<file path="src/rtl/i2cts_pkg.sv">
// Shared codes, reset values and limits for the I2C temperature sensor.
`timescale 1ns / 1ps
`default_nettype none

package i2cts_pkg;

   // Request codes
   localparam logic [2:0] REQ_START_READ  = 3'd0;
   localparam logic [2:0] REQ_START_WRITE = 3'd1;
   localparam logic [2:0] REQ_STOP        = 3'd2;
   localparam logic [2:0] REQ_READ_BYTE   = 3'd3;
   localparam logic [2:0] REQ_WRITE_BYTE  = 3'd4;
   localparam logic [2:0] REQ_POLL        = 3'd5;
   localparam logic [2:0] REQ_SAMPLE      = 3'd6;

   // Register select (low two pointer bits)
   localparam logic [1:0] SEL_TEMP = 2'd0;
   localparam logic [1:0] SEL_CONF = 2'd1;
   localparam logic [1:0] SEL_HIGH = 2'd2;
   localparam logic [1:0] SEL_HYST = 2'd3;

   // Configuration bits
   localparam int unsigned CFG_SHUTDOWN_BIT = 0;
   localparam int unsigned CFG_INTMODE_BIT  = 1;

   // Byte counter: reads end after two bytes, writes saturate at three
   localparam logic [1:0] CNT_BUF_END = 2'd2;
   localparam logic [1:0] CNT_MAX     = 2'd3;

   localparam logic [7:0] IDLE_BYTE = 8'hff;

   // Temperatures in half degrees, 9-bit two's complement
   typedef logic signed [8:0] temp_type;

   localparam temp_type TEMP_RESET = 9'sd45;
   localparam temp_type HIGH_RESET = 9'sd160;
   localparam temp_type HYST_RESET = 9'sd150;
   localparam temp_type TEMP_MIN   = 9'sb110010010;   // -110
   localparam temp_type TEMP_MAX   = 9'sb011111010;   // 250

endpackage

`default_nettype wire

</file>
<file path="src/rtl/i2cts_if.sv">
// Request and response channel interfaces of the I2C temperature sensor.
`timescale 1ns / 1ps
`default_nettype none

interface i2cts_req_if;
   logic                 valid;
   logic                 ready;
   logic [2:0]           req_type;
   logic [7:0]           data_byte;
   i2cts_pkg::temp_type  temp_sample;

   modport source (output valid, output req_type, output data_byte, output temp_sample,
                   input ready);
   modport sink (input valid, input req_type, input data_byte, input temp_sample,
                 output ready);
endinterface

interface i2cts_rsp_if;
   logic       valid;
   logic       ready;
   logic [7:0] read_data;
   logic       alarm;

   modport source (output valid, output read_data, output alarm, input ready);
   modport sink (input valid, input read_data, input alarm, output ready);
endinterface

`default_nettype wire

</file>
<file path="src/rtl/i2c_temp_sensor_thermostat_top.sv">
// Top level of the I2C temperature sensor with thermostat alarm.
//
// Channels: req_chan takes one bus event or tick per beat (start read, start
// write, stop, read byte, write byte, poll tick, sensor sample). rsp_chan
// returns exactly one beat per request: read_data (0xff unless a read byte
// hits the two-byte transfer buffer) and the alarm level after the event.
// Both use valid/ready; a beat moves when both are high.
//
// Path: request beat to response valid goes through the input register, then
// the state update and the response register in one pass.
// Throughput: one request per cycle while rsp_chan.ready is high; the state
// update is a single pass of muxes and four 9-bit signed compares.
//
// Stall: the input register and the response register form a two-deep
// pipe; with rsp_chan.ready low the block keeps taking one more beat, then
// drops req_chan.ready until the response leaves.
//
// Reset (synchronous, active high): pipe empty, pointer and configuration
// zero, temperature 22.5 C, high limit 80 C, hysteresis 75 C, buffer all
// ones, byte count zero, event and alarm low.
`timescale 1ns / 1ps
`default_nettype none

module i2c_temp_sensor_thermostat_top (
   input  wire           clock,
   input  wire           reset,
   i2cts_req_if.sink     req_chan,
   i2cts_rsp_if.source   rsp_chan
);

   // Input register
   logic                 s1_valid_ff;
   logic [2:0]           s1_type_ff;
   logic [7:0]           s1_data_ff;
   i2cts_pkg::temp_type  s1_sample_ff;

   // Response register
   logic                 out_valid_ff;
   logic [7:0]           out_data_ff;
   logic                 out_alarm_ff;

   // Sensor state
   logic [7:0]           pointer_ff, pointer_in;
   logic [7:0]           config_ff, config_in;
   i2cts_pkg::temp_type  temp_ff, temp_in;
   i2cts_pkg::temp_type  high_ff, high_in;
   i2cts_pkg::temp_type  hyst_ff, hyst_in;
   logic [7:0]           buf0_ff, buf0_in;
   logic [7:0]           buf1_ff, buf1_in;
   logic [1:0]           count_ff, count_in;
   logic                 event_ff, event_in;
   logic                 alarm_ff, alarm_in;
   logic [7:0]           rd_in;

   logic                 advance;
   logic                 req_take;
   logic [1:0]           sel;
   i2cts_pkg::temp_type  sel_temp;
   logic [7:0]           wr_b0;
   logic [7:0]           wr_b1;
   i2cts_pkg::temp_type  wr_temp;
   logic                 over_high;
   logic                 under_hyst;

   // Pipe control
   assign advance        = s1_valid_ff && (!out_valid_ff || rsp_chan.ready);
   assign req_chan.ready = !s1_valid_ff || advance;
   assign req_take       = req_chan.valid && req_chan.ready;

   always_ff @(posedge clock) begin
      if (reset) begin
         s1_valid_ff <= 1'b0;
      end else if (req_chan.ready) begin
         s1_valid_ff <= req_chan.valid;
      end
   end

   always_ff @(posedge clock) begin
      if (req_take) begin
         s1_type_ff   <= req_chan.req_type;
         s1_data_ff   <= req_chan.data_byte;
         s1_sample_ff <= req_chan.temp_sample;
      end
   end

   // Addressed register and write-back values
   assign sel = pointer_ff[1:0];

   always_comb begin
      case (sel)
         i2cts_pkg::SEL_TEMP: sel_temp = temp_ff;
         i2cts_pkg::SEL_HIGH: sel_temp = high_ff;
         default:             sel_temp = hyst_ff;
      endcase
   end

   // Buffer after a write byte; the other byte keeps its current contents
   assign wr_b0   = (count_ff == 2'd1) ? s1_data_ff : buf0_ff;
   assign wr_b1   = (count_ff == 2'd2) ? s1_data_ff : buf1_ff;
   assign wr_temp = {wr_b0, wr_b1[7]};

   assign over_high  = temp_ff > high_ff;
   assign under_hyst = temp_ff < hyst_ff;

   // Next state for the request in the input register
   always_comb begin
      pointer_in = pointer_ff;
      config_in  = config_ff;
      temp_in    = temp_ff;
      high_in    = high_ff;
      hyst_in    = hyst_ff;
      buf0_in    = buf0_ff;
      buf1_in    = buf1_ff;
      count_in   = count_ff;
      event_in   = event_ff;
      alarm_in   = alarm_ff;
      rd_in      = i2cts_pkg::IDLE_BYTE;

      case (s1_type_ff)
         i2cts_pkg::REQ_START_READ: begin
            if (sel == i2cts_pkg::SEL_CONF) begin
               buf0_in = config_ff;
               buf1_in = i2cts_pkg::IDLE_BYTE;
            end else begin
               buf0_in = sel_temp[8:1];
               buf1_in = {sel_temp[0], 7'd0};
            end
            if (config_ff[i2cts_pkg::CFG_INTMODE_BIT]) begin
               alarm_in = 1'b0;
            end
            count_in = 2'd0;
         end
         i2cts_pkg::REQ_START_WRITE: begin
            count_in = 2'd0;
         end
         i2cts_pkg::REQ_READ_BYTE: begin
            if (count_ff < i2cts_pkg::CNT_BUF_END) begin
               rd_in    = count_ff[0] ? buf1_ff : buf0_ff;
               count_in = count_ff + 2'd1;
            end
         end
         i2cts_pkg::REQ_WRITE_BYTE: begin
            if (count_ff == 2'd0) begin
               pointer_in = s1_data_ff;
            end else if (count_ff <= i2cts_pkg::CNT_BUF_END) begin
               buf0_in = wr_b0;
               buf1_in = wr_b1;
               case (sel)
                  i2cts_pkg::SEL_TEMP: temp_in   = wr_temp;
                  i2cts_pkg::SEL_CONF: config_in = wr_b0;
                  i2cts_pkg::SEL_HIGH: high_in   = wr_temp;
                  default:             hyst_in   = wr_temp;
               endcase
            end
            if (count_ff != i2cts_pkg::CNT_MAX) begin
               count_in = count_ff + 2'd1;
            end
         end
         i2cts_pkg::REQ_POLL: begin
            if (config_ff[i2cts_pkg::CFG_SHUTDOWN_BIT]) begin
               alarm_in = 1'b0;
            end else if (config_ff[i2cts_pkg::CFG_INTMODE_BIT]) begin
               if (!event_ff && over_high) begin
                  event_in = 1'b1;
                  alarm_in = 1'b1;
               end else if (event_ff && under_hyst) begin
                  event_in = 1'b0;
                  alarm_in = 1'b1;
               end
            end else begin
               // Comparator mode: hysteresis clear wins when both hold
               if (under_hyst) begin
                  alarm_in = 1'b0;
               end else if (over_high) begin
                  alarm_in = 1'b1;
               end
            end
         end
         i2cts_pkg::REQ_SAMPLE: begin
            if (s1_sample_ff < i2cts_pkg::TEMP_MIN) begin
               temp_in = i2cts_pkg::TEMP_MIN;
            end else if (s1_sample_ff > i2cts_pkg::TEMP_MAX) begin
               temp_in = i2cts_pkg::TEMP_MAX;
            end else begin
               temp_in = s1_sample_ff;
            end
         end
         default: begin
            // stop and unused codes leave the state alone
         end
      endcase
   end

   // State registers
   always_ff @(posedge clock) begin
      if (reset) begin
         pointer_ff <= 8'd0;
         config_ff  <= 8'd0;
         temp_ff    <= i2cts_pkg::TEMP_RESET;
         high_ff    <= i2cts_pkg::HIGH_RESET;
         hyst_ff    <= i2cts_pkg::HYST_RESET;
         buf0_ff    <= i2cts_pkg::IDLE_BYTE;
         buf1_ff    <= i2cts_pkg::IDLE_BYTE;
         count_ff   <= 2'd0;
         event_ff   <= 1'b0;
         alarm_ff   <= 1'b0;
      end else if (advance) begin
         pointer_ff <= pointer_in;
         config_ff  <= config_in;
         temp_ff    <= temp_in;
         high_ff    <= high_in;
         hyst_ff    <= hyst_in;
         buf0_ff    <= buf0_in;
         buf1_ff    <= buf1_in;
         count_ff   <= count_in;
         event_ff   <= event_in;
         alarm_ff   <= alarm_in;
      end
   end

   // Response register
   always_ff @(posedge clock) begin
      if (reset) begin
         out_valid_ff <= 1'b0;
      end else if (advance) begin
         out_valid_ff <= 1'b1;
      end else if (rsp_chan.ready) begin
         out_valid_ff <= 1'b0;
      end
   end

   always_ff @(posedge clock) begin
      if (advance) begin
         out_data_ff  <= rd_in;
         out_alarm_ff <= alarm_in;
      end
   end

   assign rsp_chan.valid     = out_valid_ff;
   assign rsp_chan.read_data = out_data_ff;
   assign rsp_chan.alarm     = out_alarm_ff;

   // Checks
   a_advance_fills_out: assert property (@(posedge clock) disable iff (reset)
      advance |=> out_valid_ff)
      else $error("response register not loaded after advance");

   a_idle_byte: assert property (@(posedge clock) disable iff (reset)
      advance && (s1_type_ff != i2cts_pkg::REQ_READ_BYTE)
      |=> out_data_ff == i2cts_pkg::IDLE_BYTE)
      else $error("non-read request returned data");

   a_shutdown_quiet: assert property (@(posedge clock) disable iff (reset)
      advance && (s1_type_ff == i2cts_pkg::REQ_POLL)
      && config_ff[i2cts_pkg::CFG_SHUTDOWN_BIT] |=> !alarm_ff && !out_alarm_ff)
      else $error("alarm raised in shutdown");

   a_ready_only_when_full: assert property (@(posedge clock) disable iff (reset)
      !req_chan.ready |-> s1_valid_ff && out_valid_ff && !rsp_chan.ready)
      else $error("request side stalled without a full pipe");

   a_out_alarm_tracks: assert property (@(posedge clock) disable iff (reset)
      advance |=> out_alarm_ff == alarm_ff)
      else $error("response alarm differs from alarm state");

endmodule

`default_nettype wire
</file>
<file path="src/flat_wrapper.sv">
// flat-port wrapper written by rule: the top's interface ports become plain ports
module i2c_temp_sensor_thermostat_top_flat 
  (clock, reset, req_chan_valid, req_chan_req_type, req_chan_data_byte, req_chan_temp_sample, req_chan_ready, rsp_chan_valid, rsp_chan_read_data, rsp_chan_alarm, rsp_chan_ready);
  i2cts_req_if req_chan_i ();
  i2cts_rsp_if rsp_chan_i ();
  input  wire clock;
  input  wire reset;
  input wire logic [$bits(req_chan_i.valid)-1:0] req_chan_valid;
  input wire logic [$bits(req_chan_i.req_type)-1:0] req_chan_req_type;
  input wire logic [$bits(req_chan_i.data_byte)-1:0] req_chan_data_byte;
  input wire logic [$bits(req_chan_i.temp_sample)-1:0] req_chan_temp_sample;
  output wire logic [$bits(req_chan_i.ready)-1:0] req_chan_ready;
  output wire logic [$bits(rsp_chan_i.valid)-1:0] rsp_chan_valid;
  output wire logic [$bits(rsp_chan_i.read_data)-1:0] rsp_chan_read_data;
  output wire logic [$bits(rsp_chan_i.alarm)-1:0] rsp_chan_alarm;
  input wire logic [$bits(rsp_chan_i.ready)-1:0] rsp_chan_ready;
  assign req_chan_i.valid = req_chan_valid;
  assign req_chan_i.req_type = req_chan_req_type;
  assign req_chan_i.data_byte = req_chan_data_byte;
  assign req_chan_i.temp_sample = req_chan_temp_sample;
  assign req_chan_ready = req_chan_i.ready;
  assign rsp_chan_valid = rsp_chan_i.valid;
  assign rsp_chan_read_data = rsp_chan_i.read_data;
  assign rsp_chan_alarm = rsp_chan_i.alarm;
  assign rsp_chan_i.ready = rsp_chan_ready;
  i2c_temp_sensor_thermostat_top u_core (.clock(clock), .reset(reset), .req_chan(req_chan_i), .rsp_chan(rsp_chan_i));
endmodule
</file>
<file path="config.mk">
export PLATFORM = sky130hd
export DESIGN_NAME = i2c_temp_sensor_thermostat_top_flat
export DESIGN_NICKNAME = d
export VERILOG_FILES = /design/src/rtl/i2cts_pkg.sv /design/src/rtl/i2cts_if.sv /design/src/rtl/i2c_temp_sensor_thermostat_top.sv /design/src/flat_wrapper.sv
export SDC_FILE = /design/constraint.sdc
export NUM_CORES = 1
export LEC_CHECK = 0
export ABC_AREA = 1
export BUFFER_PORTS_ARGS = -buffer_cell sky130_fd_sc_hd__buf_2
export CORE_ASPECT_RATIO = 1.25
export CORE_MARGIN = 1.5
export CORE_UTILIZATION = 46
export CTS_CLUSTER_SIZE = 20
export DETAILED_ROUTE_END_ITERATION = 8
export SYNTH_ARGS = -nofsm -noshare
export SYNTH_HDL_FRONTEND = slang
export SYNTH_SLANG_ARGS = --single-unit
</file>
<file path="constraint.sdc">
create_clock -name clock -period 2.9 [get_ports clock]
set_input_delay 0.58 -clock clock [delete_from_list [all_inputs] [get_ports clock]]
set_output_delay 0.58 -clock clock [all_outputs]
set_load 0.05 [all_outputs]
</file>
Word-level counts from Yosys, hierarchy flattened
Cells that the tools add are included.
{"block": "totals", "register_bits": 88, "in_bits": 24, "output_inout_bits": 11, "word_cells": 106}
{"block": "op_classes", "add_sub_neg": 1, "magnitude_cmp": 6, "n_eq_ne": 16, "muxes": 33, "bitwise_logic": 3, "n_reduce_logical": 29}
{"operator": "2-to-1 mux 8 bit", "count": 9}
{"operator": "2-to-1 mux 9 bit", "count": 5}
{"operator": "one-hot mux 9 bit (2 select lines)", "count": 2}
{"operator": "one-hot mux 8 bit (2 select lines)", "count": 2}
{"operator": "AND reduction 5 bit", "count": 6}
{"operator": "2-to-1 mux 1 bit", "count": 11}
{"operator": "== test 3 bit, second input constant", "count": 3}
{"operator": "greater-than comparator 9 bit", "count": 1}
{"operator": "greater-than comparator 9 bit, second input constant", "count": 1}
{"operator": "less-than comparator 9 x 8 -> 1 bit, second input constant", "count": 1}
{"operator": "less-than comparator 9 bit", "count": 1}
{"operator": "inequality test 2 x 1 -> 1 bit, second input constant", "count": 4}
{"operator": "AND reduction 4 bit", "count": 2}
{"operator": "nonzero test 2 bit", "count": 4}
{"operator": "inequality test 2 bit, second input constant", "count": 3}
{"operator": "one-hot mux 2 bit (3 select lines)", "count": 1}
{"operator": "== test 2 x 1 -> 1 bit, second input constant", "count": 2}
{"operator": "== test 2 bit, second input constant", "count": 2}
{"operator": "logical AND 1 bit", "count": 4}
{"operator": "zero test 2 bit", "count": 2}
{"operator": "2-to-1 mux 2 bit", "count": 2}
{"operator": "== test 3 x 1 -> 1 bit, second input constant", "count": 1}
{"operator": "== test 3 x 2 -> 1 bit, second input constant", "count": 1}
{"operator": "zero test 1 bit", "count": 3}
{"operator": "12 further kinds", "count": 15}

Logic depth before layout (Yosys ltp)
{"block": "depth", "depth_word": 7, "depth_mapped": 17, "depth_no_buf": 17}

Worst setup path after synthesis
No wires, ideal clock.
{"block": "synth_path", "path_type": "reg2reg", "startpoint": "register u_core.out_valid_ff, in the netlist u_core.rsp_chan.valid", "endpoint": "register u_core.s1_data_ff[0] (enable)", "setup_time_ps": 336, "t_arrival_ps": 1677, "slack_ps": 886, "path_stages_with_launch": 4, "path_buffers": 0, "synth_period_minus_slack_ps": 2014, "cell_sequence": "dfxtp_1 nand3_1 nand2_1 inv_1"}
{"block": "synth_via", "elab_chain_len": 5}
{"element": "start: declaration", "line": "i2c_temp_sensor_thermostat_top.sv:38", "rtl": "logic out_valid_ff;"}
{"element": "start signal: assignment", "line": "i2c_temp_sensor_thermostat_top.sv:224", "rtl": "out_valid_ff <= 1'b0;"}
{"element": "start signal: assignment", "line": "i2c_temp_sensor_thermostat_top.sv:226", "rtl": "out_valid_ff <= 1'b1;"}
{"element": "start signal: assignment", "line": "i2c_temp_sensor_thermostat_top.sv:228", "rtl": "out_valid_ff <= 1'b0;"}
{"element": "zero test 1 bit", "line": "i2c_temp_sensor_thermostat_top.sv:66", "rtl": "assign advance = s1_valid_ff && (!out_valid_ff || rsp_chan.ready);"}
{"element": "logical OR 1 bit", "line": "i2c_temp_sensor_thermostat_top.sv:66"}
{"element": "logical AND 1 bit", "line": "i2c_temp_sensor_thermostat_top.sv:66"}
{"element": "logical OR 1 bit", "line": "i2c_temp_sensor_thermostat_top.sv:67", "rtl": "assign req_chan.ready = !s1_valid_ff || advance;"}
{"element": "via req_chan_ready", "line": "flat_wrapper.sv:12", "rtl": "output wire logic [$bits(req_chan_i.ready)-1:0] req_chan_ready;"}
{"element": "logical AND 1 bit", "line": "i2c_temp_sensor_thermostat_top.sv:68", "rtl": "assign req_take = req_chan.valid && req_chan.ready;"}
{"element": "via u_core.req_take", "line": "i2c_temp_sensor_thermostat_top.sv:56", "rtl": "logic req_take;"}
{"element": "end signal: assignment", "line": "i2c_temp_sensor_thermostat_top.sv:81", "rtl": "s1_data_ff <= req_chan.data_byte;"}
{"element": "end: declaration", "line": "i2c_temp_sensor_thermostat_top.sv:34", "rtl": "logic [7:0] s1_data_ff;"}
The timed path passes the listed nets, and every way through them passes these cells.
A chain may end at the register's enable or synchronous reset.

Final worst setup path
{"block": "layout_path", "startpoint": "register u_core.count_ff[0]", "endpoint": "register u_core.config_ff[5]"}
{"block": "layout_via", "elab_chain_len": 3, "word_cells_on_any_way": 6, "classes_between": "order compare: 1; eq/ne: 1; mux: 1; bitwise: 1; reduce/logical: 2"}
{"element": "start: declaration", "line": "i2c_temp_sensor_thermostat_top.sv:50", "rtl": "logic [1:0] count_ff, count_in;"}
{"element": "start signal: assignment", "line": "i2c_temp_sensor_thermostat_top.sv:215", "rtl": "count_ff <= count_in;"}
{"element": "branches (longest 3 deep; another with <= comparator 2 bit)"}
{"element": "end signal: assignment", "line": "i2c_temp_sensor_thermostat_top.sv:209", "rtl": "config_ff <= config_in;"}
{"element": "end: declaration", "line": "i2c_temp_sensor_thermostat_top.sv:44", "rtl": "logic [7:0] config_ff, config_in;"}
Parallel ways; which one is timed is not known.

==> impl_results.md <==
* Status: finished clean
* Fill cell count at between 900 and 1000
* Worst-case clock buffer depth at 2
* Setup CP Type: reg -> reg
* CTS root buf: clkbuf_16
* Via-to-Cell Ratio at 5.43
* Final min period at 2.30 ns
* DR iter-0 viols at between 200 and 250
* Initial Utilization at 0.479
* Total Routing Usage GR at 0.226
* Slew @ Worst Pin at around 0.76 ns
* Wl on met1 at 5.01 mm
* Clock skew at 0.00770 ns
* Max Slew Vio Count at 0
* Drt wl/cell at between 15 and 20 um
* Grt total ovfl at 0
* Worst r2r src: u_core.count_ff[0]
* Critical path fanouts, max at 16
* Num CTS Buffers at 9
* Slew Limit Headroom at 0.492
* Worst Setup End Kind: flip-flop
* GP Congestion at ~0.89
* Syn Area/Cell at approximately 8.2 um^2
* Residual DRC at 0
* Largest net degree at the start of global routing at 43
* Worst skew pair latency at ~0.35 ns
* Most area-hungry cell type in the Yosys netlist: dfxtp_1
* Setup WS pre-CTS at 0.637 ns
* Via count at between 3000 and 4000
* Syn nets at 587
* Die H at between 100 and 150 um
* TritonCTS clock tree: yes
* Number of max-cap violations at 0
* Final setup violation count at 0
* HP Class: in -> reg
* Yosys warnings at 0
* Placed cells at approximately 680
* Vias in the first global route at around 3500
* Core Footprint at 9270 um^2
* Cell variety after synth at 39
* Synth area leaders: dfxtp_1, edfxtp_1, nand2_1
* Area Growth Syn to Fin at 12.4%
* DR WL met3 at between 500 and 600 um
* Initial antenna violation count at 0
* Max Used Layer: met4
* Seq cells post-synth at between 80 and 90
* Hold buffer count at CTS at 0
* Worst-path clk slew at approximately 0.06 ns
* RSZ-0062 raised after global routing: no
* Pwr dens at between 500 and 600 nW/um^2
* Routed WL at 11.1 mm
* Leakage power at a little over 2 nW
* Share of layout cells above drive strength 1 at 0.134
* Number of buffers added for setup after CTS at 0
* Final Hold Vio Count at 0
* Share of Yosys cell area claimed by the top area cell type at 0.266
* Final net count at between 600 and 700
* Cell Area, Synth at 4450 um^2
* Max VDD drop at 0.352 mV
* Final setup TNS at 0 ns
* Gate Count Post-Synth at between 500 and 600
* Final HPWL DP at ~8.3 mm
* Final worst setup slack at approximately 0.60 ns
* Clock sink count at between 80 and 90
* Crit path launch: u_core.count_ff[0]
* Port Buffers at 34
* Top Ports at 35
* Count of cells resized by post-cts repair at 0
* DRT Pass-1 Iters at 4
* FP Rows at 39
* Final instance count without filler cells at 699
* CP Data Required Time at 3.10 ns
* Launch point of the worst hold path: req_chan_data_byte[5]
* Crit path launch type: flip-flop
* Worst-case hold slack at 0.409 ns
* Antenna Nets Post-Route at 0
* Die span in x at ~91 um
* Metal2 WL at 5.25 mm
* Number of diodes at 0
* Number of H-tree levels at 3
* First-pass GRT wire length at between 15 and 20 mm
* Sequential element share of the synthesized area at 0.462
* Die ar. at ~10000 um^2
* F_max at 435 MHz
* Crit path DAT at 2.50 ns
* Fin crit share at 0.793
[state kept, by name (all words and copies together) (netlist names)]
name,cells
u_core.event_ff,1
u_core.buf1_ff,8
u_core.count_ff,2
u_core.rsp_chan.read_data,8
u_core.s1_valid_ff,1
u_core.s1_data_ff,8
u_core.rsp_chan.alarm,1
u_core.hyst_ff,9
u_core.rsp_chan.valid,1
u_core.pointer_ff,2
u_core.buf0_ff,8
u_core.temp_ff,9
u_core.s1_sample_ff,9
u_core.config_ff,8
u_core.alarm_ff,1
u_core.s1_type_ff,3
u_core.high_ff,9
[cells in the mapped netlist (all sizes together)]
cell      n
nor3      5
inv      81
buf       8
nor2     31
a31oi     2
a21o      1
nand4     5
nand2    96
edfxtp   29
o2111ai   3
clkbuf   10
mux2i     2
o31ai     6
o311ai    1
a221oi    6
clkinv    1
o211ai   17
ha       22
a22oi     1
o21bai    1
o21ai    57
nand3    29
a211oi    1
dfxtp    59
nor4      2
a21oi    65
[worst max-delay path, cell delays in order, from the launching register on]
cell and delay [ns]:
dfxtp_1 0.58, clkinv_1 0.12, buf_4 0.18, ha_1 0.39, nand3_1 0.47, o21ai_0 0.35
a21oi_1 0.07
[routing by layer]
layer | global-route usage | vias up
met2 | 0.368 | 103
met5 | 0 | -
met1 | 0.287 | 1756
li1 | - | 1915
met4 | 0.117 | 0
met3 | 0.0376 | 23
[path summary, 6_finish.rpt]
kind / depth (start not counted) / slack [ns] / end
max reg2reg: 6 / 0.60 / u_core.config_ff[5]
max: 6 / 0.60 / u_core.config_ff[5]
min reg2reg: 2 / 0.45 / u_core.config_ff[2]
min: 1 / 0.41 / u_core.s1_data_ff[5]
[area by class of cell]
type	count	area, um^2	share of cell area
flip-flops and latches	88	2050	0.411
multi-input cells	353	1980	0.397
inverters	82	310	0.0621
clock buffers	11	253	0.0506
repair buffers	38	200	0.0401
well taps	123	154	0.0308
clock inverters	4	43.8	0.00877
[where the power goes]
part	switching, mW	internal (mW)
clock network	0.466	0.704
registers	0.0286	1.31
logic	0.143	0.0665
[layout by cell type (no fill, tap or decap), types with 2 or more instances in the layout]
master     Yosys  routed
o2111ai_1      3       3
nor2_2         4       4
clkbuf_16      0       9
dfxtp_1       59      59
ha_1          22      22
a221oi_1       6       6
o211ai_1      17      17
o21ai_0       50      50
buf_2          3      34
nor3_1         2       2
clkinv_1       1       2
a21oi_1       64      64
mux2i_1        2       2
a31oi_1        2       2
clkbuf_8       0       2
inv_2          7       7
nand2_1       93      93
nand3_1       28      28
o21ai_1        6       6
clkinv_2       0       2
nor2_1        24      24
edfxtp_1      29      29
o31ai_1        6       6
inv_1         73      73
nor2_4         3       3
nand4_1        5       5
buf_4          2       4
nor3_2         3       3
nand2_2        3       3
[logic make-up after synthesis]
group | Yosys count | synth area share
mux | 2 | 0.00450
buf+inv | 100 | 0.0926
simple gates | 168 | 0.172
fa+ha+maj | 22 | 0.0619
flops | 88 | 0.462
compound gates | 161 | 0.207
[per-stage QoR]
stage               utilization  total power [mW]  area [um^2]
floorplan                     -              1.50         4450
global placement          0.507              1.57         4700
detailed placement        0.507              1.57         4700
CTS                       0.539              2.73         4990
global route              0.539              2.81         4990
finish                    0.539              2.72         4990
(Power assumes the default switching activity.)
